`src/hw/rtl/page_framebuffer_draw_engine_defines.svh`:
```
`ifndef PAGE_FRAMEBUFFER_DRAW_ENGINE_DEFINES_SVH
`define PAGE_FRAMEBUFFER_DRAW_ENGINE_DEFINES_SVH

// property that must hold at every edge outside reset
`define PFDE_ASSERT(label, prop, msg) \
   label: assert property (@(posedge clock) disable iff (reset) (prop)) else $error(msg);

// consequent must hold at the edge after the antecedent
`define PFDE_ASSERT_NEXT(label, ante, cons, msg) \
   label: assert property (@(posedge clock) disable iff (reset) (ante) |=> (cons)) \
      else $error(msg);

`endif

```
`src/hw/rtl/pfde_pkg.sv`:
```
package pfde_pkg;

   localparam int DEF_SCREEN_WIDTH  = 128;
   localparam int DEF_SCREEN_HEIGHT = 64;
   localparam int PAGE_ROWS         = 8;
   localparam int BYTE_BITS         = 8;
   localparam int COL_BITS          = 8;
   localparam int ROW_BITS          = 3;
   localparam int PAGE_BITS         = 5;

   typedef enum logic [2:0] {
      OP_CLEAR     = 3'd0,
      OP_SET_PIXEL = 3'd1,
      OP_GET_PIXEL = 3'd2,
      OP_HLINE     = 3'd3,
      OP_VLINE     = 3'd4,
      OP_FILL_RECT = 3'd5
   } op_type;

   typedef enum logic [1:0] {
      KIND_NONE,
      KIND_DRAW,
      KIND_READ
   } cmd_kind_type;

   // one command reduced to a clipped byte region
   typedef struct packed {
      cmd_kind_type          kind;
      logic                  color;
      logic [COL_BITS-1:0]   x_lo;
      logic [COL_BITS-1:0]   x_hi;
      logic [PAGE_BITS-1:0]  page_lo;
      logic [PAGE_BITS-1:0]  page_hi;
      logic [ROW_BITS-1:0]   row_lo;
      logic [ROW_BITS-1:0]   row_hi;
   } desc_type;

   typedef struct packed {
      logic full;
      logic empty;
   } queue_status_type;

   typedef struct packed {
      logic init;
      logic idle;
   } back_status_type;

endpackage

```
`src/hw/rtl/pfde_front.sv`:
```
module pfde_front
   import pfde_pkg::*;
#(
   parameter int SCREEN_WIDTH  = DEF_SCREEN_WIDTH,
   parameter int SCREEN_HEIGHT = DEF_SCREEN_HEIGHT
) (
   input  logic [2:0]  req_opcode,
   input  logic [7:0]  req_pos_x,
   input  logic [7:0]  req_pos_y,
   input  logic [7:0]  req_run_length,
   input  logic [7:0]  req_rect_height,
   input  logic        req_color,
   output desc_type    desc
);

   localparam int PAGES = (SCREEN_HEIGHT + PAGE_ROWS - 1) / PAGE_ROWS;
   localparam logic [8:0] WIDTH_LIM  = 9'(SCREEN_WIDTH);
   localparam logic [8:0] HEIGHT_LIM = 9'(SCREEN_HEIGHT);
   localparam logic [COL_BITS-1:0]  X_LAST    = COL_BITS'(SCREEN_WIDTH - 1);
   localparam logic [PAGE_BITS-1:0] PAGE_LAST = PAGE_BITS'(PAGES - 1);

   logic [7:0] w_len;
   logic [7:0] h_len;
   logic [8:0] x_end;
   logic [8:0] y_end;
   logic [8:0] x_lim;
   logic [8:0] y_lim;
   logic [8:0] x_last;
   logic [8:0] y_last;
   logic       in_view;
   desc_type   region;

   always_comb begin
      case (req_opcode)
         OP_HLINE:     begin w_len = req_run_length; h_len = 8'd1;            end
         OP_VLINE:     begin w_len = 8'd1;           h_len = req_run_length;  end
         OP_FILL_RECT: begin w_len = req_run_length; h_len = req_rect_height; end
         default:      begin w_len = 8'd1;           h_len = 8'd1;            end
      endcase

      x_end  = {1'b0, req_pos_x} + {1'b0, w_len};
      y_end  = {1'b0, req_pos_y} + {1'b0, h_len};
      x_lim  = (x_end > WIDTH_LIM)  ? WIDTH_LIM  : x_end;
      y_lim  = (y_end > HEIGHT_LIM) ? HEIGHT_LIM : y_end;
      x_last = x_lim - 9'd1;
      y_last = y_lim - 9'd1;
      in_view = ({1'b0, req_pos_x} < WIDTH_LIM) && ({1'b0, req_pos_y} < HEIGHT_LIM)
                && (w_len != 8'd0) && (h_len != 8'd0);

      region.kind    = KIND_DRAW;
      region.color   = req_color;
      region.x_lo    = req_pos_x;
      region.x_hi    = x_last[COL_BITS-1:0];
      region.page_lo = PAGE_BITS'(req_pos_y >> 3);
      region.page_hi = PAGE_BITS'(y_last >> 3);
      region.row_lo  = req_pos_y[ROW_BITS-1:0];
      region.row_hi  = y_last[ROW_BITS-1:0];

      desc = region;
      unique case (req_opcode) inside
         OP_CLEAR: begin
            desc.color   = 1'b0;
            desc.x_lo    = '0;
            desc.x_hi    = X_LAST;
            desc.page_lo = '0;
            desc.page_hi = PAGE_LAST;
            desc.row_lo  = '0;
            desc.row_hi  = 3'd7;
         end
         OP_SET_PIXEL, OP_HLINE, OP_VLINE, OP_FILL_RECT: begin
            desc.kind = in_view ? KIND_DRAW : KIND_NONE;
         end
         OP_GET_PIXEL: begin
            desc.kind = in_view ? KIND_READ : KIND_NONE;
         end
         default: begin
            desc.kind = KIND_NONE;
         end
      endcase
   end

endmodule

```
`config.mk`:
```
export PLATFORM = sky130hd
export DESIGN_NAME = pfde_front
export DESIGN_NICKNAME = d
export VERILOG_FILES = /design/src/hw/rtl/page_framebuffer_draw_engine_defines.svh /design/src/hw/rtl/pfde_pkg.sv /design/src/hw/rtl/pfde_front.sv
export SDC_FILE = /design/constraint.sdc
export NUM_CORES = 1
export LEC_CHECK = 0
export ABC_AREA = 1
export ABC_CLOCK_PERIOD_IN_PS = 3630
export BUFFER_PORTS_ARGS = -buffer_cell sky130_fd_sc_hd__buf_2
export CAP_MARGIN = 15
export CELL_PAD_IN_SITES_DETAIL_PLACEMENT = 1
export CELL_PAD_IN_SITES_GLOBAL_PLACEMENT = 1
export CORE_MARGIN = 8
export CORE_UTILIZATION = 32
export DETAILED_ROUTE_END_ITERATION = 12
export PLACE_DENSITY_LB_ADDON = 0.1
export SLEW_MARGIN = 10
export SYNTH_ARGS = -nofsm -noshare
export SYNTH_HDL_FRONTEND = slang
export SYNTH_SLANG_ARGS = --single-unit
```
`constraint.sdc`:
```
create_clock -name vclk -period 3.63
set_input_delay 0.363 -clock vclk [all_inputs]
set_output_delay 0.363 -clock vclk [all_outputs]
set_load 0.01 [all_outputs]
```
# --- Word level (Yosys, flattened, before mapping) ---
# Cells that the tools add are included.
classes:
  addsub: 4
  order_cmp: 4
  eq_ne: 5
  n_mux: 8
  n_reduce_logical: 8
ops:
  columns: ["operator", "count"]
  rows:
  - ["33-bit 2-to-1 mux", 1]
  - ["8-bit 2-to-1 mux", 3]
  - ["8-bit by 8-bit adder with 9-bit output", 2]
  - ["8-bit one-hot mux with 2 select lines", 1]
  - ["8-bit nonzero test", 2]
  - ["8-bit by 1-bit subtractor with 8-bit output, second input constant", 2]
  - ["9-bit by 7-bit greater-than comparator with 1-bit output, second input constant", 1]
  - ["9-bit by 8-bit greater-than comparator with 1-bit output, second input constant", 1]
  - ["8-bit by 7-bit < comparator with 1-bit output, second input constant", 1]
  - ["8-bit < comparator, second input constant", 1]
  - ["3-bit by 2-bit equality test with 1-bit output, second input constant", 2]
  - ["3-bit equality test, second input constant", 2]
  - ["2-bit one-hot mux with 3 select lines", 1]
  - ["4-bit OR reduction", 1]
  - ["3-bit by 1-bit equality test with 1-bit output, second input constant", 1]
  - ["1-bit logical AND", 3]
  - ["3-bit logical NOT", 1]
  - ["2-bit 2-to-1 mux", 1]
  - ["2-bit OR reduction", 1]
  - ["1-bit 2-to-1 mux", 1]
totals:
  register_bits: 0
  in_bits: 36
  output_inout_bits: 35

# --- Longest topological paths before layout ---
logic_depth:
  word_depth: 8
  depth_mapped: 23
  mapped_depth_nobuf: 23

# --- Least setup slack after synthesis ---
# No wires, ideal clock.
synth_path:
  kind: "input to output"
  start: "input req_opcode[2]"
  end: "output desc[18] in the netlist's numbering"
  arrival_time_ps: 2897
  required_time_ps: 3267
  setup_slack_ps: 370
  stages: 19
  n_path_buf: 0
  cell_sequence: "nor2_1 -> inv_1 -> nand3_1 -> or2_2 -> ha_1 -> inv_1 -> fa_1 -> inv_1 -> nand3_1 -> nand3_1 -> nand2_1 -> nor2_2 -> nand3_1 -> nand2_2 -> nand2_4 -> or2_1 -> ha_1 -> nand3b_1 -> nand3_1"
synth_lines:
  columns: ["element", "line", "text"]
  rows:
  - ["start: declaration", "pfde_front.sv:7", "input logic [2:0] req_opcode,"]
  - ["end: declaration", "pfde_front.sv:13", "output desc_type desc"]

==> PnR_summary.wiki <==
{| class="wikitable"
! Metric !! Value
|-
| Highest net fanout along the worst path || 6
|-
| TritonRoute pass-1 iters || 4
|-
| Final Hold Fails || 0
|-
| Commonest cells after routing, fill and taps aside || nand2_1, buf_2, inv_1
|-
| Synthesized area divided by synthesized cell count || around 5 sq um
|-
| Distinct cells, synth || 31
|-
| Clock buf count || 0
|-
| DRC violation total after the first TritonRoute iteration || 37
|-
| Setup violation total in the final timing report || 0
|-
| Proportion of power drawn by the clock network || 0%
|-
| Per-cell routed wire length || about 14 microns
|-
| Switching power share of the total || between 50% and 60%
|-
| IR Drop Worst-Case VDD || around 0.089 mV
|-
| Core Rows || 26
|-
| Part of the power in registers || 0%
|-
| NetSw || around 270 uW
|-
| Port-buffer cells || a little over 70
|-
| Post-CTS Hold Fix Bufs || 0
|-
| Pre-CTS setup slack || -0.002502 ns
|-
| Type of the most critical hold path || input pin to output port
|-
| Hold Crit Depth || 4
|-
| Nets || 466
|-
| DR vias/cell || between 4 and 5
|-
| Number of antenna-violating nets in the routed design || 0
|-
| Seq_cells || 0
|-
| Largest net degree at the start of global routing || 20
|-
| Kind of end point of the critical path || output port
|-
| Data required time at the worst endpoint || roughly 3.3 ns
|-
| Leading cell type in the layout, fill and taps excluded || nand2_1
|-
| Drt drc || 0
|-
| Endpoint arrival time on the critical path || 3.10 ns
|-
| Number of antenna violations at the first check in global routing || 0
|-
| Estimated wirelength of the detail-placed design || roughly 5700 microns
|-
| FF+latch area || 0 sq um
|-
| Area occupied by multi-input gates || roughly 1400 sq um
|-
| Power per Cell Area || roughly 200 nW/um^2
|-
| Global routing usage summed across all routing layers || between 10% and 20%
|-
| Kind of cell adding the most delay to the critical path || simple AND/OR/NAND/NOR gates
|-
| Vias in the first global route || 2415
|-
| Core region area || ~5000 sq um
|-
| Total Neg Setup Slack || 0 ns
|-
| Combinational share of power || 100.0%
|-
| IO Count || 71
|-
| Hold slack final || between 1 and 1.5 ns
|-
| Slowest cell delay on critical path || roughly 0.55 ns
|-
| Share of synthesized area occupied by flip-flops and latches || 0%
|-
| Growth of design area from synthesis to finish || 40.74%
|-
| DP Cell Count || between 400 and 500
|-
| Mapped cell area || roughly 1600 sq um
|-
| Filler cells || 777
|-
| Die Width || 87.46 microns
|-
| Ordered cell list for the critical path || buf_2 -> nor2_1 -> inv_1 -> nand3_2 -> or2_2 -> ha_2 -> inv_1 -> fa_2 -> nand2_1 -> nor2_2 -> nand3_2 -> nor2_4 -> nand3_1 -> nand2_2 -> nand2_4 -> or2_4 -> ha_4 -> nand3b_1 -> nand3_1 -> buf_2
|-
| Outcome || finished, final reports clean
|-
| Final RePlAce weighted congestion || 0.8492
|-
| Layout cells sized above 1 || 31.86%
|-
| Grt ovf || 0
|-
| Total stage count of the critical path || 20
|-
| Leakage power total || roughly 0.0014 uW
|-
| Crit path kind || input pin to output port
|-
| Final Instance Count excl. Fillers || 478
|-
| Vias after detailed routing || between 2000 and 2500
|-
| Max frequency || 0.2889 GHz
|-
| Startpoint class of the critical path || input pin
|-
| Slowest cell on the critical path || fa_2
|-
| Post-detailed-routing wire length || between 6000 and 7000 microns
|-
| Final critical-path required period || between 3 and 4 ns
|-
| Global-route wire length before repair || 10380 microns
|-
| Relative slew slack || between 60 and 70%
|-
| Die Area || around 7600 sq um
|-
| Slew @ Worst Pin || roughly 0.46 ns
|-
| Total power of the final layout || ~470 uW
|-
| Cells after synthesis || between 300 and 400
|-
| Internal power contribution || 192.6 uW
|-
| Yosys warns || 0
|-
| Final-report max-slew violation count || 0
|-
| Post-route fraction of the period consumed by the critical path || around 95%
|-
| Synthesized net count || 378
|-
| Maximum Capacitance Violations || 0
|-
| Vertical extent of the die || 87.46 microns
|-
| ANT cells || 0
|-
| Final setup margin || 0.1684 ns
|-
| Initial Utilization || between 30% and 40%
|-
| Number of buffer and inverter stages on the critical path || 4
|}
cell type report:
type,instances,share of cell area [%]
Tap cell,70,3.808
Multi-Input combinational cell,247,62.95
Timing Repair Buffer,89,21.33
Inverter,72,11.92
logic make-up after synthesis:
| logic type | Yosys count | synth area share, % |
|---|---|---|
| simple gates | 189 | 52.53 |
| buf+inv | 75 | 17.46 |
| compound gates | 36 | 12.71 |
| fa+ha+maj | 20 | 16.23 |
| xor+xnor | 2 | 1.072 |
power groups by stage:
stage | sequential, uW | combinational, uW | clock, uW
CTS | 0 | 444 | 0
finish | 0 | 466 | 0
global route | 0 | 525 | 0
floorplan | 0 | 277 | 0
detailed placement | 0 | 442 | 0
global placement | 0 | 430 | 0
path summary, 6_finish.rpt:
| check | from | end | slack, ns |
|---|---|---|---|
| setup / recovery | req_opcode[2] | desc[18] | 0.17 |
| hold / removal | req_color | desc[32] | 1.03 |
per-layer routing:
metal	up-vias	share of wire [%]	GRT usage, %
met2	30	57	35.47
li1	1195	-	-
met1	1084	40	16.30
met5	-	0	0
met3	5	2.4	0.7547
met4	0	1.0	1.875
metrics by stage:
step / utilization [%] / instance area (sq um)
2_1_floorplan: - / 1634
3_3_place_gp: 43.63 / 2186
3_5_place_dp: 43.63 / 2186
4_1_cts: 43.68 / 2188
5_1_grt: 45.90 / 2300
6_report: 45.90 / 2300
Yosys cell counts, types with 3 or more instances:
cell type	number	share of area, %
a21oi_1	12	3.7
clkbuf_1	3	0.69
ha_1	18	14
inv_1	68	16
nand2_1	80	18
nand2_2	4	1.5
nand2_4	3	2.1
nand3_1	33	10
nand3b_1	3	1.4
nand4_1	5	1.9
nor2_1	43	9.9
nor3_1	5	1.5
nor4_1	3	1.1
o211ai_1	4	1.8
o21ai_0	11	3.4
o21ai_1	3	0.92
or2_2	4	1.5
tightest hold or removal path: cells and delay by family:
family	cells	cell delay, ns
AND/OR/NAND/NOR	1	0.03
buffers and inverters	3	0.26
what timing repair did:
| action | in CTS | in global routing |
|---|---|---|
| pin swaps | 0 | 8 |
| setup buffers | 0 | 2 |
| endpoints found under the setup margin | 1 | 8 |
| resized for setup | 1 | 24 |
Note: power is estimated with default switching activity, not from simulation.
