[config.mk]
export PLATFORM = sky130hd
export DESIGN_NAME = pfde_queue
export DESIGN_NICKNAME = d
export VERILOG_FILES = /design/src/hw/rtl/page_framebuffer_draw_engine_defines.svh /design/src/hw/rtl/pfde_pkg.sv /design/src/hw/rtl/pfde_queue.sv
export SDC_FILE = /design/constraint.sdc
export NUM_CORES = 1
export LEC_CHECK = 0
export BUFFER_PORTS_ARGS = -buffer_cell sky130_fd_sc_hd__buf_2
export CAP_MARGIN = 20
export CORE_MARGIN = 2
export CORE_UTILIZATION = 55
export CTS_CLUSTER_DIAMETER = 60
export CTS_CLUSTER_SIZE = 28
export DETAILED_ROUTE_END_ITERATION = 7
export PLACE_DENSITY = 0.83
export SYNTH_ARGS = -nofsm -noshare
export SYNTH_HDL_FRONTEND = slang
export SYNTH_SLANG_ARGS = --single-unit
[constraint.sdc]
create_clock -name clock -period 5.9 [get_ports clock]
set_input_delay 0.295 -clock clock [delete_from_list [all_inputs] [get_ports clock]]
set_output_delay 0.295 -clock clock [all_outputs]
set_load 0.01 [all_outputs]
[src/hw/rtl/page_framebuffer_draw_engine_defines.svh]
`ifndef PAGE_FRAMEBUFFER_DRAW_ENGINE_DEFINES_SVH
`define PAGE_FRAMEBUFFER_DRAW_ENGINE_DEFINES_SVH

// property that must hold at every edge outside reset
`define PFDE_ASSERT(label, prop, msg) \
   label: assert property (@(posedge clock) disable iff (reset) (prop)) else $error(msg);

// consequent must hold at the edge after the antecedent
`define PFDE_ASSERT_NEXT(label, ante, cons, msg) \
   label: assert property (@(posedge clock) disable iff (reset) (ante) |=> (cons)) \
      else $error(msg);

`endif

[src/hw/rtl/pfde_pkg.sv]
package pfde_pkg;

   localparam int DEF_SCREEN_WIDTH  = 128;
   localparam int DEF_SCREEN_HEIGHT = 64;
   localparam int PAGE_ROWS         = 8;
   localparam int BYTE_BITS         = 8;
   localparam int COL_BITS          = 8;
   localparam int ROW_BITS          = 3;
   localparam int PAGE_BITS         = 5;

   typedef enum logic [2:0] {
      OP_CLEAR     = 3'd0,
      OP_SET_PIXEL = 3'd1,
      OP_GET_PIXEL = 3'd2,
      OP_HLINE     = 3'd3,
      OP_VLINE     = 3'd4,
      OP_FILL_RECT = 3'd5
   } op_type;

   typedef enum logic [1:0] {
      KIND_NONE,
      KIND_DRAW,
      KIND_READ
   } cmd_kind_type;

   // one command reduced to a clipped byte region
   typedef struct packed {
      cmd_kind_type          kind;
      logic                  color;
      logic [COL_BITS-1:0]   x_lo;
      logic [COL_BITS-1:0]   x_hi;
      logic [PAGE_BITS-1:0]  page_lo;
      logic [PAGE_BITS-1:0]  page_hi;
      logic [ROW_BITS-1:0]   row_lo;
      logic [ROW_BITS-1:0]   row_hi;
   } desc_type;

   typedef struct packed {
      logic full;
      logic empty;
   } queue_status_type;

   typedef struct packed {
      logic init;
      logic idle;
   } back_status_type;

endpackage

[src/hw/rtl/pfde_queue.sv]
module pfde_queue
   import pfde_pkg::*;
(
   input  logic             clock,
   input  logic             reset,
   input  logic             push,
   input  desc_type         push_desc,
   input  logic             pop,
   output desc_type         head_desc,
   output queue_status_type status
);

   desc_type   entry_ff [2];
   logic       wr_ptr_ff;
   logic       rd_ptr_ff;
   logic [1:0] count_ff;

   assign head_desc    = entry_ff[rd_ptr_ff];
   assign status.full  = (count_ff == 2'd2);
   assign status.empty = (count_ff == 2'd0);

   always_ff @(posedge clock) begin
      if (reset) begin
         wr_ptr_ff <= 1'b0;
         rd_ptr_ff <= 1'b0;
         count_ff  <= 2'd0;
      end else begin
         if (push) begin
            entry_ff[wr_ptr_ff] <= push_desc;
            wr_ptr_ff           <= ~wr_ptr_ff;
         end
         if (pop) begin
            rd_ptr_ff <= ~rd_ptr_ff;
         end
         if (push && !pop) begin
            count_ff <= count_ff + 2'd1;
         end else if (pop && !push) begin
            count_ff <= count_ff - 2'd1;
         end
      end
   end

endmodule

=== After elaboration in Yosys (flattened, before gate mapping) ===
Memory sizes are Yosys's and may differ from the RTL's. A register that Yosys moved wholly into a read port is not among the register bits.
Cells that the tools add are included.
W data, S select, Z words.

* Register bits after elaboration: 4
* Memories: 1
* Output and inout bits: 37
* Logic and storage cells: 22
* RAM bits: 70

{| class="wikitable"
|+ Memories
! name !! words !! width !! read ports !! clocked after Yosys merged registers in !! write ports !! line !! source
|-
| entry_ff || 2 || 35 || 1 || 1 || 1 || pfde_queue.sv:13 || <nowiki>desc_type entry_ff [2];</nowiki>
|}

* Reduce and logical (&&, ||, !) cells: 6
* Bitwise gates (word level): 2
* $add $sub $neg: 2
* Equal/unequal tests: 1
* Muxes and demuxes: 7

{| class="wikitable"
|+ Operators with widths
! cell !! count
|-
| $mux W1 || 5
|-
| $mux W2 || 2
|-
| $add A2 B1 Y2 const B || 1
|-
| $eq A2 B2 Y1 const B || 1
|-
| $logic_and A1 B1 Y1 || 2
|-
| $logic_not A1 Y1 || 2
|-
| $logic_not A2 Y1 || 1
|-
| $not A1 Y1 || 2
|-
| $reduce_bool A2 Y1 || 1
|-
| $sub A2 B1 Y2 const B || 1
|}

=== Depth between registers and ports, before layout ===
Gate-level depths: netlist of run 1.

* Depth after elaboration: 4
* Depth in mapped cells: 5
* Depth with buffers taken out: 5

=== Least setup slack after synthesis of run 1 ===
Ideal clock, no wire load.

* Path type: register to register
* Start point: register wr_ptr_ff
* End point: memory entry_ff[0][0] (netlist name) (enable)
* Setup time: 0.478 ns
* Arrival: 2.927 ns
* Setup slack: 2.495 ns
* Required time: 5.422 ns
* Path buffers: 0
* Stages on the path, launching flop included: 2
* Clock period less this slack: 3.405 ns
* Cells stage by stage: dfxtp_1 -> nor3b_1

{| class="wikitable"
|+ RTL lines
! element !! line !! source
|-
| start: declaration || pfde_queue.sv:14 || <nowiki>logic wr_ptr_ff;</nowiki>
|-
| start signal: assignment || pfde_queue.sv:30 || <nowiki>wr_ptr_ff <= ~wr_ptr_ff;</nowiki>
|-
| end: declaration || pfde_queue.sv:13 ||
|}

Straight into the memory's write port.

==> impl_table.tex, run 1 <==
\begin{tabular}{lr}
\hline
Metric & Value \\
\hline
\multicolumn{2}{l}{\textbf{Layout}} \\
\quad Count of fill cells added during filler insertion & 340 \\
\quad Diode insertion count for antenna repair & 0 \\
\quad Most common cell after layout, fill and taps aside & sky130\_fd\_sc\_hd\_\_buf\_2 \\
\quad Most frequent cells in the layout & sky130\_fd\_sc\_hd\_\_buf\_2 (75), sky130\_fd\_sc\_hd\_\_edfxtp\_1 (70), sky130\_fd\_sc\_hd\_\_mux2\_2 (35), sky130\_fd\_sc\_hd\_\_clkbuf\_8 (9) \\
\quad Final-stage net count & approximately 260 \\
\quad Final Util & 0.704 \\
\quad Area grow syn2layout & 22.4\% \\
\quad Ratio of cells with drive above 1 in the final layout & 0.577 \\
\multicolumn{2}{l}{\textbf{Global routing}} \\
\quad Maximum number of pins on one net before global-route repair & 36 \\
\quad Aggregate global-route resource usage & 0.159 \\
\quad Met2 Resource Use GR & 0.265 \\
\quad Initial antenna violation count & 0 \\
\quad Via count of the first global-routing pass & 1412 \\
\quad Layer with the highest usage & met2 \\
\quad Met1 GRT Util & 0.171 \\
\quad First-pass GRT wire length & a little over 6000 µm \\
\quad Remaining global-route overflow & 0 \\
\quad Met3 routing resource usage after global routing & 0.0664 \\
\multicolumn{2}{l}{\textbf{Synth}} \\
\quad Number of cells produced by synthesis & roughly 130 \\
\quad Post-Synthesis Net Count & about 170 \\
\quad Post-synthesis instance area & $\sim$2700 µm² \\
\quad Number of synthesis warnings & 0 \\
\quad Mean post-synth cell area & 20.9 µm² \\
\quad Register bit count reported by yosys & 75 \\
\quad Number of distinct standard cells referenced by the synthesized netlist & 16 \\
\quad Seq/Total Area, Yosys & 0.805 \\
\multicolumn{2}{l}{\textbf{Power}} \\
\quad Total net switching power & 0.000220 W \\
\quad Clock power share & 0.294 \\
\quad Max IR drop VDD & $\sim$0.23 mV \\
\quad Switching share of power & 0.214 \\
\quad Power Internal & just over 0.0008 W \\
\quad Part of the total power dissipated in sequential elements & 0.600 \\
\quad Sum of internal, switching and leakage power & $\sim$0.0010 W \\
\quad Power per cell area & 306 nW/µm² \\
\quad Static leakage power & roughly 1.3 nW \\
\quad Comb power frac & 0.106 \\
\multicolumn{2}{l}{\textbf{Setup path}} \\
\quad Flop2flop setup slack & $\sim$4400 ps \\
\quad Crit end category & output port \\
\quad Reg2Reg Launch Point & wr\_ptr\_ff \\
\quad FF-to-FF path depth & 1 \\
\quad Slowest cell on the critical path & sky130\_fd\_sc\_hd\_\_dfxtp\_1 \\
\quad Critical path type & register to output port \\
\quad Largest incremental delay on the critical path & between 500 and 600 ps \\
\quad Element type at the critical path start & register \\
\quad Max FO, Critical Path & 26 \\
\quad Terminus of the critical flop-to-flop path & entry\_ff[1][22] \\
\quad Data required time of the critical path & between 5000 and 6000 ps \\
\quad Data arrival time of the critical path & between 1500 and 2000 ps \\
\quad Critical path cell sequence & buf\_4 -> mux2\_2 -> buf\_2 \\
\multicolumn{2}{l}{\textbf{Run status}} \\
\quad Result of the run & finished, final reports clean \\
\multicolumn{2}{l}{\textbf{Timing}} \\
\quad Final hold violation count & 0 \\
\quad Final hold slack & approximately 150 ps \\
\quad Setup repair after global routing missed its margin & false \\
\quad Final setup violating endpoints & 0 \\
\quad Highest attainable clock frequency & 0.463 GHz \\
\quad Share of the clock period used by the worst path after layout & 0.366 \\
\quad Tmin final & 2160 ps \\
\quad Worst-Margin Slew & 810 ps \\
\quad Post-route setup slack & around 3700 ps \\
\quad Worst Clk Skew & 4.51 ps \\
\quad Summed negative setup slack over all endpoints & 0 ps \\
\quad Max-slew violation count & 0 \\
\quad Max-slew headroom at the worst pin & 0.460 \\
\multicolumn{2}{l}{\textbf{Detailed routing}} \\
\quad Detailed-route via count & roughly 1400 \\
\quad Starting DRT DRC Count & 75 \\
\quad First-pass detailed-route iteration total & 4 \\
\quad Antenna violation net count after detailed routing & 0 \\
\quad Vias per cell & approximately 4.8 \\
\quad Wire per inst & about 14 µm \\
\quad DRC & 0 \\
\quad WL final & a little over 4000 µm \\
\multicolumn{2}{l}{\textbf{Die}} \\
\quad Io pins & between 70 and 80 \\
\quad Height of the chip & 74.5 µm \\
\quad Core footprint & between 4000 and 5000 µm² \\
\quad Starting density of the core & 0.575 \\
\quad Die outline area & 5550 µm² \\
\quad Horiz. Die Dim & approximately 75 µm \\
\quad Row Count & 25 \\
\multicolumn{2}{l}{\textbf{Clocking}} \\
\quad Cell at the root of the clock tree & sky130\_fd\_sc\_hd\_\_clkbuf\_8 \\
\quad H-tree depth & 3 \\
\quad Clock transition time at the flip-flop clock pins of the worst setup and hold paths & around 70 ps \\
\quad Sinks on Clock Net & 75 \\
\quad Hold buffers post-CTS & 0 \\
\quad Post-CTS setup buffer count & 0 \\
\quad Clock Latency Late Sink & between 300 and 400 ps \\
\quad Inserted Clock Buffers & 9 \\
\quad Maximum count of clock buffers along a single path & 2 \\
\quad Resized cells post-CTS & 0 \\
\quad CTS tree & built \\
\multicolumn{2}{l}{\textbf{Min path}} \\
\quad Hold\_sp & push\_desc[25] \\
\quad Hold/Removal Path Class & input port to register \\
\quad Count of cells along the worst hold path & 1 \\
\quad Sink of the worst hold path & entry\_ff[0][25] \\
\multicolumn{2}{l}{\textbf{Placed design}} \\
\quad Post-Place Worst Slack & $\sim$4100 ps \\
\quad Post-DP HPWL & roughly 2800 µm \\
\quad Port buffer count & 75 \\
\quad Placer Congestion & 0.756 \\
\multicolumn{2}{l}{\textbf{Run}} \\
\quad Max Cap Viol & 0 \\
\hline
\end{tabular}
-- metal layers --
layer	wire [µm]	part of all wire
met1	1670	0.40
met3	367	0.089
met2	2050	0.50
met4	50	0.012
met5	0	0
-- worst max-delay path, delay by kind of cell (launching register included) --
family                 cells  cell delay (ps)
DFF                        1              590
muxes                      1              390
buffers and inverters      2              550
-- cells in the mapped netlist --
cell type	count	area [µm²]
sky130_fd_sc_hd__o21ai_0	1	5.00
sky130_fd_sc_hd__nor2_1	5	18.8
sky130_fd_sc_hd__buf_4	3	22.5
sky130_fd_sc_hd__xnor2_1	2	17.5
sky130_fd_sc_hd__nor3b_1	1	7.51
sky130_fd_sc_hd__inv_1	1	3.75
sky130_fd_sc_hd__xor2_1	2	17.5
sky130_fd_sc_hd__buf_2	1	5.00
sky130_fd_sc_hd__mux2_2	35	394
sky130_fd_sc_hd__and2b_2	1	8.76
sky130_fd_sc_hd__ha_1	1	12.5
sky130_fd_sc_hd__edfxtp_1	70	2100
sky130_fd_sc_hd__and3b_1	1	8.76
sky130_fd_sc_hd__dfxtp_1	5	100
sky130_fd_sc_hd__or3_1	1	6.26
sky130_fd_sc_hd__a21oi_1	1	5.00
-- how the worst max path moves through the flow --
| stage | startpoint | endpoint | cells past startpoint |
|---|---|---|---|
| after floorplan | wr_ptr_ff | entry_ff[0][0] | 1 |
| after global placement | reset | entry_ff[0][3] | 3 |
| after detailed placement | register | head_desc[13] | 3 |
| after CTS | register | head_desc[13] | 3 |
| after global routing | register | head_desc[13] | 3 |
| final | register | head_desc[13] | 3 |
-- per-stage QoR --
| step | cell area (µm²) | std cells |
|---|---|---|
| final | 3350 | 287 |
| after global routing | 3350 | 287 |
| after CTS | 3350 | 287 |
| after detailed placement | 3200 | 272 |
| after global placement | 3190 | 271 |
| after floorplan | 2740 | 131 |
-- logic make-up (layout without fill, tap and decap cells) --
family	after synthesis	in the layout	share of synthesized area
AOI/OAI and AO/OA	2	2	0.00366
xor gates and xnor gates	4	4	0.0128
adders and majority gates	1	1	0.00457
buffers and inverters	5	94	0.0114
DFF	75	75	0.805
muxes	35	35	0.144
and+or+nand+nor	9	9	0.0183
-- area by class of cell --
type | count | area (µm²) | area share
well taps | 67 | 83.8 | 0.0250
flip-flops and latches | 75 | 2200 | 0.658
clock buffers | 10 | 128 | 0.0381
repair buffers | 78 | 402 | 0.120
clock inverters | 5 | 21.3 | 0.00635
multi-input cells | 51 | 508 | 0.152
inverters | 1 | 3.75 | 0.00112
-- state kept, by name, indices dropped and copies added, names as in the netlist, named ones only --
name / flops
count_ff: 2
entry_ff: 70
rd_ptr_ff: 1
wr_ptr_ff: 1
-- power groups by stage --
stage	clock network (W)	logic [W]	registers, W
floorplan	0	0.0000666	0.000624
global placement	0	0.000108	0.000626
detailed placement	0	0.000111	0.000628
CTS	0.000312	0.000111	0.000616
global route	0.000330	0.000119	0.000618
finish	0.000301	0.000109	0.000616
No activity file was read; power rests on OpenSTA's default activity.
==> run 2: changes to the inputs <==
- CORE_UTILIZATION: 55 -> 51
- PLACE_DENSITY: 0.83 -> 0.78
- clock period: 5.9 -> 2.3 ns (I/O delays scaled with it)
==> impl_table.tex, run 2 (same netlist as run 1, synthesis figures left out) <==
\begin{tabular}{lr}
\hline
Metric & Value \\
\hline
\multicolumn{2}{l}{\textbf{Run status}} \\
\quad Result of the run & finished, final reports clean \\
\multicolumn{2}{l}{\textbf{Placed design}} \\
\quad Post-DP Area & 3230 µm² (+0.82\%) \\
\quad Placer Congestion & 0.702 (-7.1\%) \\
\quad Post-placement cell count & 276 (+1.5\%) \\
\quad Port buffer count & 75 (unchanged) \\
\quad Post-DP HPWL & 2810 µm (about the same) \\
\multicolumn{2}{l}{\textbf{Setup path}} \\
\quad Crit path max-delay family & buffers and inverters \\
\quad Max FO, Critical Path & 35 (+35\%) \\
\quad Largest incremental delay on the critical path & 400 ps (-190 ps) \\
\quad Data required time of the critical path & 2180 ps (-3430 ps) \\
\quad Crit end category & output port \\
\quad Slowest cell on the critical path & sky130\_fd\_sc\_hd\_\_buf\_4 \\
\quad Buf/Inv on CP & 2 (unchanged) \\
\quad Data arrival time of the critical path & 1610 ps (-250 ps) \\
\quad Element type at the critical path start & register \\
\quad Critical path type & register to output port \\
\quad Critical path cell sequence & buf\_4 -> mux2\_2 -> buf\_2 \\
\multicolumn{2}{l}{\textbf{Clocking}} \\
\quad Clock Latency Late Sink & 320 ps (about the same) \\
\quad Resized cells post-CTS & 0 (unchanged) \\
\quad CTS tree & built \\
\quad Cell at the root of the clock tree & sky130\_fd\_sc\_hd\_\_clkbuf\_8 \\
\quad Inserted Clock Buffers & 9 (unchanged) \\
\quad Hold buffers post-CTS & 35 (+35) \\
\quad Sinks on Clock Net & 75 (unchanged) \\
\quad Post-CTS setup buffer count & 0 (unchanged) \\
\quad H-tree depth & 3 (unchanged) \\
\quad Maximum count of clock buffers along a single path & 2 (unchanged) \\
\quad Clock transition time at the flip-flop clock pins of the worst setup and hold paths & 70 ps (about the same) \\
\multicolumn{2}{l}{\textbf{Die}} \\
\quad Row Count & 26 (+4.0\%) \\
\quad Io pins & 76 (unchanged) \\
\quad Starting density of the core & 0.532 (-0.0431) \\
\quad Core footprint & 5140 µm² (+8.1\%) \\
\quad Horiz. Die Dim & 77.2 µm (+3.6\%) \\
\quad Die outline area & 5960 µm² (+7.4\%) \\
\quad Height of the chip & 77.2 µm (+3.6\%) \\
\multicolumn{2}{l}{\textbf{Layout}} \\
\quad Final-stage net count & 292 (+14\%) \\
\quad Registers with the most flip-flops & entry\_ff x70, count\_ff x2 \\
\quad Design area & 3760 µm² (+12\%) \\
\quad Most common cell after layout, fill and taps aside & sky130\_fd\_sc\_hd\_\_buf\_2 \\
\quad Ratio of cells with drive above 1 in the final layout & 0.506 (-0.0714) \\
\quad Most frequent cells in the layout & sky130\_fd\_sc\_hd\_\_buf\_2 (75), sky130\_fd\_sc\_hd\_\_edfxtp\_1 (70), sky130\_fd\_sc\_hd\_\_mux2\_2 (35), sky130\_fd\_sc\_hd\_\_dlygate4sd3\_1 (35), sky130\_fd\_sc\_hd\_\_clkbuf\_8 (9) \\
\quad Count of fill cells added during filler insertion & 349 (+2.6\%) \\
\quad Area taken by flip-flops and latches & 2200 µm² (unchanged) \\
\quad Largest Register & entry\_ff \\
\quad Final instance count without filler cells & 327 (+14\%) \\
\quad Diode insertion count for antenna repair & 0 (unchanged) \\
\quad Area of combinational cells with multiple inputs & 514 µm² (+1.2\%) \\
\quad Final Util & 0.732 (+0.0273) \\
\quad Area grow syn2layout & 37.5\% \\
\quad Max reg flops & 70 (unchanged) \\
\multicolumn{2}{l}{\textbf{Global routing}} \\
\quad First-pass GRT wire length & 7240 µm (+19\%) \\
\quad Maximum number of pins on one net before global-route repair & 36 (unchanged) \\
\quad Aggregate global-route resource usage & 0.162 (+0.00319) \\
\quad Remaining global-route overflow & 0 (unchanged) \\
\quad Via count of the first global-routing pass & 1538 (+8.9\%) \\
\quad Initial antenna violation count & 0 (unchanged) \\
\multicolumn{2}{l}{\textbf{Timing}} \\
\quad Highest attainable clock frequency & a little under 0.6 GHz \\
\quad Share of the clock period used by the worst path after layout & 0.749 \\
\quad Worst-Margin Slew & 475 ps (-334 ps) \\
\quad Final setup violating endpoints & 0 (unchanged) \\
\quad Max-slew headroom at the worst pin & 0.683 (+0.223) \\
\quad Setup repair after global routing missed its margin & false \\
\quad Tmin final & between 1500 and 2000 ps \\
\quad Max-slew violation count & 0 (unchanged) \\
\quad Summed negative setup slack over all endpoints & 0 ps (unchanged) \\
\quad Final hold violation count & 0 (unchanged) \\
\quad Worst Clk Skew & 8.35 ps (+3.85 ps) \\
\multicolumn{2}{l}{\textbf{Run}} \\
\quad Max Cap Viol & 0 (unchanged) \\
\multicolumn{2}{l}{\textbf{Power}} \\
\quad Part of the total power dissipated in sequential elements & 0.556 (-0.044) \\
\quad Switching share of power & 0.212 (-0.00286) \\
\quad Comb power frac & 0.120 (+0.014) \\
\quad Clock power share & 0.324 (+0.030) \\
\quad Static leakage power & 1.44 nW (+14\%) \\
\quad Max IR drop VDD & 0.534 mV (+130\%) \\
\quad Power per cell area & 752 nW/µm² (+150\%) \\
\quad Sum of internal, switching and leakage power & 0.00283 W (+180\%) \\
\quad Power Internal & 0.00223 W (+180\%) \\
\quad Total net switching power & 0.000598 W (+170\%) \\
\multicolumn{2}{l}{\textbf{Min path}} \\
\quad Hold/Removal Path Class & input port to register \\
\multicolumn{2}{l}{\textbf{Detailed routing}} \\
\quad Wire per inst & 14.3 µm (-0.66\%) \\
\quad Vias per cell & 4.73 (-2.4\%) \\
\quad Antenna violation net count after detailed routing & 0 (unchanged) \\
\quad DRC & 0 (unchanged) \\
\quad WL final & 4680 µm (+13\%) \\
\quad Detailed-route via count & 1547 (+11\%) \\
\quad First-pass detailed-route iteration total & 4 (unchanged) \\
\quad Starting DRT DRC Count & 71 (-5.3\%) \\
\hline
\end{tabular}
run 2: worst paths after layout:
kind	start	end	slack, ps	cells after the start
worst max-delay path	register	head_desc[32]	580	3
worst min-delay path	reset	count_ff[1]	60	2
worst max register to register	wr_ptr_ff	entry_ff[1][13]	860	2
worst min register to register	count_ff[1]	count_ff[1]	500	2
run 2: cell type report:
| class | instances | area share |
|---|---|---|
| clock buffer | 10 | 0.0339 |
| clock inverter | 6 | 0.0150 |
| inverter | 1 | 0.000998 |
| multi-input combinational | 51 | 0.137 |
| sequential | 75 | 0.586 |
| tap | 70 | 0.0233 |
| timing repair buffer | 114 | 0.204 |
run 2: power groups by stage:
stage	clock (W)	combinational (W)	sequential [W]
4_1_cts	0.000942	0.000342	0.00157
6_report	0.000917	0.000339	0.00157
5_1_grt	0.000994	0.000366	0.00158
2_1_floorplan	0	0.000171	0.00160
3_5_place_dp	0	0.000293	0.00160
3_3_place_gp	0	0.000290	0.00160
run 2: per-layer routing:
| layer | wire, µm | vias to the layer above | GRT usage |
|---|---|---|---|
| met3 | 166 | 7 | 0.0412 |
| li1 | - | 751 | - |
| met5 | 0 | - | 0 |
| met1 | 1920 | 749 | 0.194 |
| met2 | 2500 | 40 | 0.271 |
| met4 | 89 | 0 | 0.0821 |
run 2: metrics by stage:
stage          hold slack [ps]  setup WS [ps]
2_1_floorplan              184            121
6_report                  60.5            578
3_3_place_gp               303            871
3_5_place_dp               306            857
4_1_cts                   51.8            553
5_1_grt                   53.9            499
