<file path="src/hw/rtl/page_framebuffer_draw_engine_defines.svh">
`ifndef PAGE_FRAMEBUFFER_DRAW_ENGINE_DEFINES_SVH
`define PAGE_FRAMEBUFFER_DRAW_ENGINE_DEFINES_SVH

// property that must hold at every edge outside reset
`define PFDE_ASSERT(label, prop, msg) \
   label: assert property (@(posedge clock) disable iff (reset) (prop)) else $error(msg);

// consequent must hold at the edge after the antecedent
`define PFDE_ASSERT_NEXT(label, ante, cons, msg) \
   label: assert property (@(posedge clock) disable iff (reset) (ante) |=> (cons)) \
      else $error(msg);

`endif

</file>
<file path="src/hw/rtl/pfde_pkg.sv">
package pfde_pkg;

   localparam int DEF_SCREEN_WIDTH  = 128;
   localparam int DEF_SCREEN_HEIGHT = 64;
   localparam int PAGE_ROWS         = 8;
   localparam int BYTE_BITS         = 8;
   localparam int COL_BITS          = 8;
   localparam int ROW_BITS          = 3;
   localparam int PAGE_BITS         = 5;

   typedef enum logic [2:0] {
      OP_CLEAR     = 3'd0,
      OP_SET_PIXEL = 3'd1,
      OP_GET_PIXEL = 3'd2,
      OP_HLINE     = 3'd3,
      OP_VLINE     = 3'd4,
      OP_FILL_RECT = 3'd5
   } op_type;

   typedef enum logic [1:0] {
      KIND_NONE,
      KIND_DRAW,
      KIND_READ
   } cmd_kind_type;

   // one command reduced to a clipped byte region
   typedef struct packed {
      cmd_kind_type          kind;
      logic                  color;
      logic [COL_BITS-1:0]   x_lo;
      logic [COL_BITS-1:0]   x_hi;
      logic [PAGE_BITS-1:0]  page_lo;
      logic [PAGE_BITS-1:0]  page_hi;
      logic [ROW_BITS-1:0]   row_lo;
      logic [ROW_BITS-1:0]   row_hi;
   } desc_type;

   typedef struct packed {
      logic full;
      logic empty;
   } queue_status_type;

   typedef struct packed {
      logic init;
      logic idle;
   } back_status_type;

endpackage

</file>
<file path="src/hw/rtl/pfde_back.sv">
module pfde_back
   import pfde_pkg::*;
#(
   parameter int SCREEN_WIDTH  = DEF_SCREEN_WIDTH,
   parameter int SCREEN_HEIGHT = DEF_SCREEN_HEIGHT
) (
   input  logic                  clock,
   input  logic                  reset,
   input  desc_type              q_desc,
   input  queue_status_type      q_status,
   output logic                  q_pop,
   output logic                  ram_wr_en,
   output logic [$clog2(SCREEN_WIDTH * ((SCREEN_HEIGHT + PAGE_ROWS - 1) / PAGE_ROWS))-1:0]
                                 ram_wr_addr,
   output logic [BYTE_BITS-1:0]  ram_wr_data,
   output logic [$clog2(SCREEN_WIDTH * ((SCREEN_HEIGHT + PAGE_ROWS - 1) / PAGE_ROWS))-1:0]
                                 ram_rd_addr,
   input  logic [BYTE_BITS-1:0]  ram_rd_data,
   output logic                  rsp_valid,
   input  logic                  rsp_stall,
   output logic                  rsp_pixel_value,
   output back_status_type       status
);

   localparam int PAGES = (SCREEN_HEIGHT + PAGE_ROWS - 1) / PAGE_ROWS;
   localparam int DEPTH = SCREEN_WIDTH * PAGES;
   localparam int AW    = $clog2(DEPTH);
   localparam logic [AW-1:0]        ROW_STRIDE = AW'(SCREEN_WIDTH);
   localparam logic [COL_BITS-1:0]  X_LAST     = COL_BITS'(SCREEN_WIDTH - 1);
   localparam logic [PAGE_BITS-1:0] PAGE_LAST  = PAGE_BITS'(PAGES - 1);

   typedef enum logic [2:0] {
      S_INIT,
      S_IDLE,
      S_RUN,
      S_DRAIN,
      S_DONE
   } state_type;

   state_type             state_ff;
   desc_type              cur_ff;
   logic [COL_BITS-1:0]   col_ff;
   logic [PAGE_BITS-1:0]  page_ff;
   logic [AW-1:0]         base_ff;
   logic                  pend_ff;
   logic [AW-1:0]         wr_addr_ff;
   logic [BYTE_BITS-1:0]  wr_mask_ff;
   logic                  init_ff;
   logic                  result_ff;
   logic                  rsp_valid_ff;
   logic                  rsp_pixel_ff;

   logic [ROW_BITS-1:0]   row_start;
   logic [ROW_BITS-1:0]   row_end;
   logic [BYTE_BITS-1:0]  byte_mask;
   logic [AW-1:0]         rd_addr;

   // rows of the current page that the region covers, top row in the msb
   always_comb begin
      row_start = (page_ff == cur_ff.page_lo) ? cur_ff.row_lo : '0;
      row_end   = (page_ff == cur_ff.page_hi) ? cur_ff.row_hi : 3'd7;
      byte_mask = (8'hFF >> row_start) & (8'hFF << (3'd7 - row_end));
      rd_addr   = base_ff + AW'(col_ff);
   end

   assign q_pop           = (state_ff == S_IDLE) && !q_status.empty;
   assign ram_rd_addr     = rd_addr;
   assign ram_wr_en       = pend_ff && (cur_ff.kind == KIND_DRAW);
   assign ram_wr_addr     = wr_addr_ff;
   assign ram_wr_data     = cur_ff.color ? (ram_rd_data | wr_mask_ff)
                                         : (ram_rd_data & ~wr_mask_ff);
   assign rsp_valid       = rsp_valid_ff;
   assign rsp_pixel_value = rsp_pixel_ff;
   assign status.init     = init_ff;
   assign status.idle     = (state_ff == S_IDLE);

   always_ff @(posedge clock) begin
      if (reset) begin
         state_ff     <= S_INIT;
         pend_ff      <= 1'b0;
         init_ff      <= 1'b1;
         rsp_valid_ff <= 1'b0;
      end else begin
         if ((state_ff == S_DONE) && (!rsp_valid_ff || !rsp_stall)) begin
            rsp_valid_ff <= 1'b1;
            rsp_pixel_ff <= result_ff;
         end else if (rsp_valid_ff && !rsp_stall) begin
            rsp_valid_ff <= 1'b0;
         end
         unique case (state_ff)
            S_INIT: begin
               // clearing pass over the whole store
               cur_ff.kind    <= KIND_DRAW;
               cur_ff.color   <= 1'b0;
               cur_ff.x_lo    <= '0;
               cur_ff.x_hi    <= X_LAST;
               cur_ff.page_lo <= '0;
               cur_ff.page_hi <= PAGE_LAST;
               cur_ff.row_lo  <= '0;
               cur_ff.row_hi  <= 3'd7;
               col_ff         <= '0;
               page_ff        <= '0;
               base_ff        <= '0;
               state_ff       <= S_RUN;
            end
            S_IDLE: begin
               if (!q_status.empty) begin
                  cur_ff    <= q_desc;
                  col_ff    <= q_desc.x_lo;
                  page_ff   <= q_desc.page_lo;
                  base_ff   <= AW'(q_desc.page_lo * SCREEN_WIDTH);
                  result_ff <= 1'b0;
                  state_ff  <= (q_desc.kind == KIND_NONE) ? S_DONE : S_RUN;
               end
            end
            S_RUN: begin
               pend_ff    <= 1'b1;
               wr_addr_ff <= rd_addr;
               wr_mask_ff <= byte_mask;
               if (col_ff == cur_ff.x_hi) begin
                  if (page_ff == cur_ff.page_hi) begin
                     state_ff <= S_DRAIN;
                  end else begin
                     col_ff  <= cur_ff.x_lo;
                     page_ff <= page_ff + PAGE_BITS'(1);
                     base_ff <= base_ff + ROW_STRIDE;
                  end
               end else begin
                  col_ff <= col_ff + COL_BITS'(1);
               end
            end
            S_DRAIN: begin
               pend_ff   <= 1'b0;
               result_ff <= (cur_ff.kind == KIND_READ) && |(ram_rd_data & wr_mask_ff);
               init_ff   <= 1'b0;
               state_ff  <= init_ff ? S_IDLE : S_DONE;
            end
            S_DONE: begin
               if (!rsp_valid_ff || !rsp_stall) begin
                  state_ff <= S_IDLE;
               end
            end
            default: begin
               state_ff <= S_IDLE;
            end
         endcase
      end
   end

endmodule

</file>
<file path="config.mk">
export PLATFORM = sky130hd
export DESIGN_NAME = pfde_back
export DESIGN_NICKNAME = d
export VERILOG_FILES = /design/src/hw/rtl/page_framebuffer_draw_engine_defines.svh /design/src/hw/rtl/pfde_pkg.sv /design/src/hw/rtl/pfde_back.sv
export SDC_FILE = /design/constraint.sdc
export NUM_CORES = 1
export LEC_CHECK = 0
export ABC_AREA = 0
export BUFFER_PORTS_ARGS = -buffer_cell sky130_fd_sc_hd__buf_2
export CORE_ASPECT_RATIO = 0.5
export CORE_MARGIN = 2
export CORE_UTILIZATION = 54
export CTS_CLUSTER_SIZE = 25
export DETAILED_ROUTE_END_ITERATION = 16
export PLACE_DENSITY_LB_ADDON = 0.1
export SETUP_SLACK_MARGIN = 0.3
export SYNTH_ARGS = -nofsm -noshare
export SYNTH_HDL_FRONTEND = slang
export SYNTH_SLANG_ARGS = --single-unit
</file>
<file path="constraint.sdc">
create_clock -name clock -period 10.35 [get_ports clock]
set_input_delay 3.105 -clock clock [delete_from_list [all_inputs] [get_ports clock]]
set_output_delay 3.105 -clock clock [all_outputs]
set_load 0.02 [all_outputs]
</file>
# Yosys cells after proc, flatten, opt, wreduce, memory -nomap -nowiden
# Cells that the tools add are included.
# totals
ff_bits,84
elab_cells,100
output_inout_bits,34
in_bits,48
# classes
n_bitwise,6
n_eq_ne,15
n_shift,2
n_mux,29
addsub,5
reduce_logical,24
# ops
cell,count
35-bit case mux with 2 select lines,1
35-bit 2-to-1 mux,1
8-bit 2-to-1 mux,4
10-bit 2-to-1 mux,3
10-bit case mux with 3 select lines,1
8-bit bitwise AND,3
3-bit 2-to-1 mux,8
8-bit case mux with 3 select lines,1
5-bit 2-to-1 mux,3
3-bit case mux with 5 select lines,1
5-bit case mux with 3 select lines,1
10-bit by 8-bit adder with 10-bit output,1
10-bit by 8-bit adder with 10-bit output (second input constant),1
5-bit equality test,2
8-bit by 1-bit adder with 8-bit output (second input constant),1
8-bit equality test,1
2-bit != test (second input constant),4
8-bit inverter,1
8-bit OR,1
4-bit AND reduction,2
2-bit nonzero test,4
8-bit OR reduction,1
8-bit by 3-bit << shifter with 8-bit output (first input constant),1
8-bit by 3-bit >> shifter with 8-bit output (first input constant),1
other kinds (21),33

# Depth between registers and ports, before layout
# Gate-level depths: netlist (run 1).
# depth
ltp_word,5
mapped_depth,6
depth_no_buf,5

# Least setup slack after synthesis (run 1)
# No wires, ideal clock.
# synth_path
path_kind,input to register
startpoint,input port q_status[0] (netlist bit)
endpoint,"register cur_ff[0] (netlist bit), enable pin"
n_path_buf,0
setup_ns,0.616
arrival_time_ns,8.677
required_ns,9.734
cell_stages,1
slack_ns,1.057
path_cell_list,a2111oi_0
# synth_between
elab_chain_cells,2
# synth_lines
element,line_no,rtl
from (decl),pfde_back.sv:10,"input queue_status_type q_status,"
2-bit != test (no source line),--,
3-bit AND reduction (no source line),--,
to (signal assigned),pfde_back.sv:108,cur_ff <= q_desc;
to (decl),pfde_back.sv:41,desc_type cur_ff;
# Every way passes these cells.
# A chain may end at the register's enable or synchronous reset.

# Worst setup path in the final report (run 1)
# layout_path
startpoint,input port ram_rd_data[0]
endpoint,output port ram_wr_data[0]
# layout_between
elab_chain_cells,2
elab_cells_between_ends,3
classes_between,1 x mux; 2 x bitwise
# layout_lines
element,line_no,rtl
from (decl),pfde_back.sv:18,"input logic [BYTE_BITS-1:0] ram_rd_data,"
8-bit bitwise AND / 8-bit OR (equally long branches),"pfde_back.sv:71, pfde_back.sv:70",
8-bit 2-to-1 mux *,pfde_back.sv:70,assign ram_wr_data = cur_ff.color ? (ram_rd_data | wr_mask_ff)
to (decl),pfde_back.sv:15,"output logic [BYTE_BITS-1:0] ram_wr_data,"
# Mark *: on every way between the ends. The rest lies on a longest branch, timed or not.

==> reports/metrics.csv, run 1 <==
stage,metric,value,unit
sta,Setup TNS Final,0,ns
global_routing,initial antenna violation count,0,
finish,Layout Cells excl Fill,455,
route,Via density,5.512,
placed_design,placed cells,439,
yosys,#FFs+latches synth,77,
sta,RSZ-0062 raised after global routing,no,
clock_tree,Sink Count,77,
worst_setup_path,crit path max-delay cell type,mux2_2,
floorplanning,starting density of the core,55.92,%
power_and_ir_drop,Pleak,1.715,nW
clock_tree,setup bufs post-CTS,0,
clock_tree,H-tree depth,3,
finish,share of cells above drive strength 1,33.06,%
route,detailed-route via count,2508,
worst_setup_path,"critical path, cell by cell","buf_2, mux2_2, buf_2",
yosys,count of cell types in the netlist,49,
global_routing,vias in the first global route,2398,
worst_setup_path,FF-to-FF End,ram_wr_addr[7],
sta,FMAX,0.1486,GHz
yosys,"Seq/Total Area, Yosys",60.34,%
min_path,Worst Hold End,rsp_pixel_value,
route,initial DRC count,125,
global_routing,largest net degree at the start of global routing,27,
yosys,Mapped Avg Cell Area,13.05,um^2
route,post-DR wirelength/cell,16.28,um
placed_design,GP Congestion,0.7884,
floorplanning,die footprint,7633,um^2
floorplanning,Chip Width,121.6,um
run_status,status,"finished, final reports clean",
yosys,share of async-settable or async-resettable flops after synthesis,0,%
min_path,Hold Crit Class,reg -> reg,
floorplanning,IO Pins,82,
route,number of detailed-route iterations in the first pass,4,
worst_setup_path,slowest cell delay on critical path,0.25,ns
worst_setup_path,CP Capture Type,output pin,
power_and_ir_drop,Power Total,782.9,uW
worst_setup_path,CP Data Required Time,7.25,ns
sta,Tcrit/Tclk final,65.01,%
yosys,post-synth top area share,57.12,%
finish,Filler Cell Count,523,
power_and_ir_drop,Int Pwr,591.1,uW
global_routing,"Remaining Overflow, GRT",0,
power_and_ir_drop,Psw,191.8,uW
yosys,dominant cell type by area after synthesis,edfxtp_1,
power_and_ir_drop,peak supply drop,0.1003,mV
power_and_ir_drop,Logic pwr share,13.1,%
sta,"Slew Viols, Final",0,
sta,Worst-Margin Slew,0.9727,ns
worst_setup_path,crit start category,input port,
worst_setup_path,CP Class,in -> out,
yosys,largest cells by area after synthesis,"edfxtp_1 57%, xnor2_1 4.7%, and3_1 3.4%, dfxtp_1 3.2%, or3_1 2.5%",
yosys,Mapped Cells,286,
route,DRT antenna net count,0,
min_path,HP Start,result_ff,
clock_tree,clk_lat worst skew,0.33,ns
sta,minimum clock period,6.729,ns
worst_setup_path,reg-to-reg setup timing slack,7.38,ns
floorplanning,Rows,21,
worst_setup_path,CP arrival,3.62,ns
route,Detailed Route WL,7.406,mm
clock_tree,post-CTS sizing,0,
power_and_ir_drop,Clock power frac,37.9,%
clock_tree,CTS buffer count,9,
power_and_ir_drop,pwr dens,177.2,nW/um^2
min_path,Hold Crit Depth,0,
global_routing,all-layer global routing usage,20.89,%
clock_tree,root buf cell,clkbuf_16,
clock_tree,"Clk pin slew, worst setup/hold paths",0.05,ns
finish,Antenna Cells,0,
yosys,Ys Warns,0,
yosys,Main synth FF type,edfxtp_1,
yosys,Post-Synthesis Cell Area,3732,um^2
worst_setup_path,CP dominant cell by count,buf_2,
clock_tree,CTS tree,yes,
power_and_ir_drop,Sw Ratio,24.50,%
route,# DRC,0,
sta,final hold vios,0,
floorplanning,Core ar.,6674,um^2
finish,fin nets,411,
sta,Fin Clk Skew,0.004962,ns
power_and_ir_drop,sequential power share,49.0,%
global_routing,first-pass GRT wire length,11.88,mm
worst_setup_path,reg2reg start,state_ff[1],
finish,Layout area overhead,18.37,%
sta,number of setup violations in the final report,0,
yosys,Post-synth EDFFs,71,
flow_run,Max-Cap Viols,0,
worst_setup_path,crit-path max FO,2,
clock_tree,Post-CTS Hold Buffers,0,
yosys,Post-Syn Nets,339,
sta,relative slew slack,34.85,%
placed_design,post-DP HPWL,5.237,mm
placed_design,port bufs,80,
floorplanning,Die Y,62.79,um
clock_tree,Clock Tree Buf Depth,2,
worst_setup_path,R2R depth,4,
[cell usage after synthesis (3+ instances only)]
cell,n
nand2_1,12
a22oi_1,6
a311o_1,7
or3_1,15
buf_4,8
o21ai_0,4
a21o_1,6
nand4_1,4
ha_1,5
nor3_1,10
nor3_2,3
nand3_1,8
xor2_1,8
nor2_1,5
mux2_2,8
a21oi_1,10
dfxtp_1,6
clkbuf_1,9
edfxtp_1,71
and3_1,20
o21ai_1,4
xnor2_1,20
inv_1,5
buf_6,4
[cell usage in the layout (no fill, tap or decap), types with 9 or more instances in the layout]
cell / n
a21oi_1: 10
and3_1: 20
buf_2: 80
clkbuf_16: 9
edfxtp_1: 71
nand2_1: 12
nor3_1: 10
or3_1: 15
xnor2_1: 20
[critical path, delay by kind of cell]
family | cells | cell delay, ns
muxes | 1 | 0.25
buffers and inverters | 2 | 0.26
[layer usage]
layer | up-vias | part of all wire (%) | GRT usage, %
li1 | 1225 | - | -
met1 | 1205 | 45 | 26.51
met2 | 68 | 49 | 34.62
met3 | 10 | 5.2 | 6.661
met4 | 0 | 0.97 | 6.322
met5 | - | 0 | 0
[flip-flops by register name, summed over array words and instances, names as in the netlist]
name,flops
base_ff,3
col_ff,8
cur_ff,35
init_ff,1
page_ff,5
pend_ff,1
ram_wr_addr,10
result_ff,1
rsp_pixel_value,1
rsp_valid,1
state_ff,3
wr_mask_ff,8
[per-stage QoR]
stage / setup WS, ns / hold WS, ns / area [um^2] / utilization [%]
after global routing: 3.586 / 0.4485 / 4418 / 66.20
after global placement: 3.639 / 0.4032 / 4135 / 61.96
after floorplan: 1.057 / 0.4003 / 3732 / -
final: 3.621 / 0.4304 / 4418 / 66.20
after CTS: 3.614 / 0.4331 / 4418 / 66.20
after detailed placement: 3.616 / 0.4204 / 4135 / 61.96
[power groups by stage]
stage / Clock [mW] / Combinational [mW] / Sequential, mW
6_report: 0.297 / 0.103 / 0.384
5_1_grt: 0.315 / 0.113 / 0.387
4_1_cts: 0.303 / 0.104 / 0.384
3_5_place_dp: 0 / 0.103 / 0.390
3_3_place_gp: 0 / 0.100 / 0.389
2_1_floorplan: 0 / 0.0757 / 0.388
[kinds of logic (layout without fill, tap and decap cells)]
family / after synthesis / in the layout / share of synthesized area [%]
multiplexers: 9 / 9 / 2.682
AO/OA/AOI/OAI: 47 / 47 / 9.018
adder cells (fa/ha/maj): 5 / 5 / 1.676
buffers and inverters: 29 / 106 / 4.593
flip-flops: 77 / 77 / 60.34
XOR/XNOR: 29 / 29 / 7.007
AND/OR/NAND/NOR: 90 / 90 / 14.68
[worst max path at each step]
stage	startpoint	end	slack [ns]	depth (start not counted)
after floorplan	q_status[0]	cur_ff[0]	1.06	1
after global placement	ram_rd_data[7]	ram_wr_data[7]	3.64	3
after detailed placement	ram_rd_data[0]	ram_wr_data[0]	3.62	3
after CTS	ram_rd_data[0]	ram_wr_data[0]	3.61	3
after global routing	q_status[0]	q_pop	3.59	3
final	ram_rd_data[0]	ram_wr_data[0]	3.62	3
[final cells by class]
cell class	instances	area, um^2	share of cell area [%]
timing repair buffer	84	430.4	9.742
sequential	77	2252	50.98
inverter	6	22.52	0.5098
clock buffer	10	229.0	5.183
multi-input combinational	180	1315	29.76
tap	92	115.1	2.605
clock inverter	6	53.80	1.218
Note: power is estimated with default switching activity, not from simulation.
==> run 2: changes to the inputs <==
Settings changed: CORE_UTILIZATION 54 to 49.
Clock period 10.35 ns to 6.18 ns, I/O delays scaled along.
==> run 2 against run 1 <==
Largest cell class unchanged. Combinational power up 69%. Final cell count grew 0.66%. Setup slack got worse by 1.7 ns. Largest power group unchanged. Routed wire length down 0.82%. Design area up 0.25%.
==> reports/metrics.csv, run 2 (synthesis results as in run 1) <==
stage,metric,value,unit,change
clock_tree,root buf cell,clkbuf_16,,unchanged
sta,FMAX,0.2367,GHz,
finish,area of the multi-input gates,1330,um^2,was 1315 um^2
worst_setup_path,crit-path max FO,2,,unchanged
sta,"Slew Viols, Final",0,,unchanged
finish,Largest Register,cur_ff,,unchanged
worst_setup_path,FF-to-FF End,wr_mask_ff[0],,was ram_wr_addr[7]
sta,minimum clock period,4.224,ns,
sta,final setup margin,1.956,ns,was 3.621 ns
global_routing,vias in the first global route,2463,,was 2398
floorplanning,starting density of the core,50.78,%,was 55.92%
global_routing,"Remaining Overflow, GRT",0,,unchanged
route,initial DRC count,132,,was 125
placed_design,GP Congestion,0.8598,,was 0.7884
route,Via density,5.463,,was 5.512
global_routing,largest net degree at the start of global routing,27,,unchanged
clock_tree,H-tree depth,3,,unchanged
finish,Reg area,2252,um^2,unchanged
sta,Fin Clk Skew,0.007351,ns,was 0.004962 ns
min_path,Worst Hold End,rsp_pixel_value,,unchanged
worst_setup_path,CP Data Required Time,4.33,ns,was 7.25 ns
floorplanning,IO Pins,82,,unchanged
finish,share of cells above drive strength 1,32.87,%,was 33.06%
placed_design,post-DP HPWL,5.160,mm,was 5.237 mm
finish,Layout area overhead,18.67,%,was 18.37%
clock_tree,CTS tree,yes,,unchanged
finish,"most common cell after layout, fill and taps aside",buf_2,,unchanged
placed_design,setup slack after placement,1.957,ns,was 3.616 ns
route,detailed-route via count,2502,,was 2508
power_and_ir_drop,peak supply drop,0.1874,mV,was 0.1003 mV
sta,Worst-Margin Slew,1.190,ns,was 0.9727 ns
global_routing,all-layer global routing usage,18.90,%,was 20.89%
route,post-DR wirelength/cell,16.04,um,was 16.28 um
min_path,Hold Crit Depth,0,,unchanged
clock_tree,CTS buffer count,9,,unchanged
worst_setup_path,reg2reg start,state_ff[1],,unchanged
placed_design,port bufs,80,,unchanged
min_path,HP Start,result_ff,,unchanged
sta,number of setup violations in the final report,0,,unchanged
worst_setup_path,"critical path, cell by cell","buf_2, mux2_2, buf_2",,unchanged
floorplanning,Die Y,65.72,um,was 62.79 um
power_and_ir_drop,Power Total,1.315,mW,was 782.9 uW
placed_design,placed cells,442,,was 439
route,Detailed Route WL,7.345,mm,was 7.406 mm
route,number of detailed-route iterations in the first pass,4,,unchanged
global_routing,initial antenna violation count,0,,unchanged
finish,max reg flops,35,,unchanged
finish,final instance area,4429,um^2,was 4418 um^2
sta,relative slew slack,20.69,%,was 34.85%
clock_tree,Sink Count,77,,unchanged
floorplanning,Core ar.,7350,um^2,was 6674 um^2
floorplanning,Chip Width,127.4,um,was 121.6 um
run_status,status,"finished, final reports clean",,unchanged
floorplanning,die footprint,8374,um^2,was 7633 um^2
finish,Layout Cells excl Fill,458,,was 455
power_and_ir_drop,Pleak,1.709,nW,was 1.715 nW
clock_tree,post-CTS sizing,0,,unchanged
clock_tree,clk_lat worst skew,0.34,ns,was 0.33 ns
finish,Filler Cell Count,612,,was 523
worst_setup_path,crit path max-delay cell type,mux2_2,,unchanged
route,# DRC,0,,unchanged
worst_setup_path,CP Class,in -> out,,unchanged
worst_setup_path,CP Capture Type,output pin,,unchanged
finish,Antenna Cells,0,,unchanged
sta,RSZ-0062 raised after global routing,no,,unchanged
clock_tree,Clock Tree Buf Depth,2,,unchanged
worst_setup_path,CP arrival,2.37,ns,was 3.62 ns
worst_setup_path,Crit path max-delay family,buffers and inverters,,unchanged
finish,end-of-flow core utilization,60.27,%,was 66.20%
worst_setup_path,CP Buf/Inv Count,2,,unchanged
sta,Setup TNS Final,0,ns,unchanged
sta,final hold vios,0,,unchanged
sta,Tcrit/Tclk final,68.35,%,
placed_design,placed cell area,4148,um^2,was 4135 um^2
power_and_ir_drop,pwr dens,296.9,nW/um^2,was 177.2 nW/um^2
route,DRT antenna net count,0,,unchanged
worst_setup_path,CP dominant cell by count,buf_2,,unchanged
flow_run,Max-Cap Viols,0,,unchanged
worst_setup_path,slowest cell delay on critical path,0.25,ns,about the same
sta,final hold slack,0.4222,ns,was 0.4304 ns
finish,fin nets,410,,was 411
worst_setup_path,R2R depth,4,,unchanged
global_routing,first-pass GRT wire length,11.67,mm,was 11.88 mm
floorplanning,Rows,22,,was 21
min_path,Hold Crit Class,reg -> reg,,unchanged
clock_tree,setup bufs post-CTS,0,,unchanged
worst_setup_path,reg-to-reg setup timing slack,3.44,ns,was 7.38 ns
clock_tree,Post-CTS Hold Buffers,0,,unchanged
worst_setup_path,crit start category,input port,,unchanged
finish,most frequent cells in the layout,"80 x buf_2, 71 x edfxtp_1, 20 x xnor2_1, 20 x and3_1, 15 x or3_1",,unchanged
clock_tree,"Clk pin slew, worst setup/hold paths",0.06,ns,was 0.05 ns
run 2: how the worst max path moves through the flow:
stage	start	endpoint	slack, ns	cells past startpoint
global route	q_status[0]	q_pop	1.88	3
floorplan	q_status[0]	cur_ff[0]	1.58	1
global placement	ram_rd_data[7]	ram_wr_data[7]	1.97	3
finish	ram_rd_data[0]	ram_wr_data[0]	1.96	3
detailed placement	ram_rd_data[0]	ram_wr_data[0]	1.96	3
CTS	ram_rd_data[0]	ram_wr_data[0]	1.95	3
run 2: where the power goes:
part           switching [mW]  internal [mW]
combinational           0.104         0.0703
sequential             0.0285          0.612
clock                   0.195          0.306
total                   0.328          0.988
run 2: worst reg2reg max path, delay by kind of cell (launching register included):
kind | cells | cell delay [ns]
buf+inv | 2 | 0.49
flops | 1 | 0.49
simple gates | 2 | 1.38
run 2: final cells by class:
class	count	share of cell area (%)
sequential	77	50.85
clock inverter	7	1.271
multi-input combinational	180	30.03
inverter	6	0.5085
clock buffer	9	5.085
timing repair buffer	83	9.548
tap	96	2.712
run 2: metal layers:
| layer | up-vias | GRT usage (%) | wire [um] |
|---|---|---|---|
| li1 | 1231 | - | - |
| met1 | 1198 | 22.69 | 3336 |
| met2 | 58 | 31.48 | 3492 |
| met3 | 15 | 6.922 | 360 |
| met4 | 0 | 7.418 | 155 |
| met5 | - | 0 | 0 |
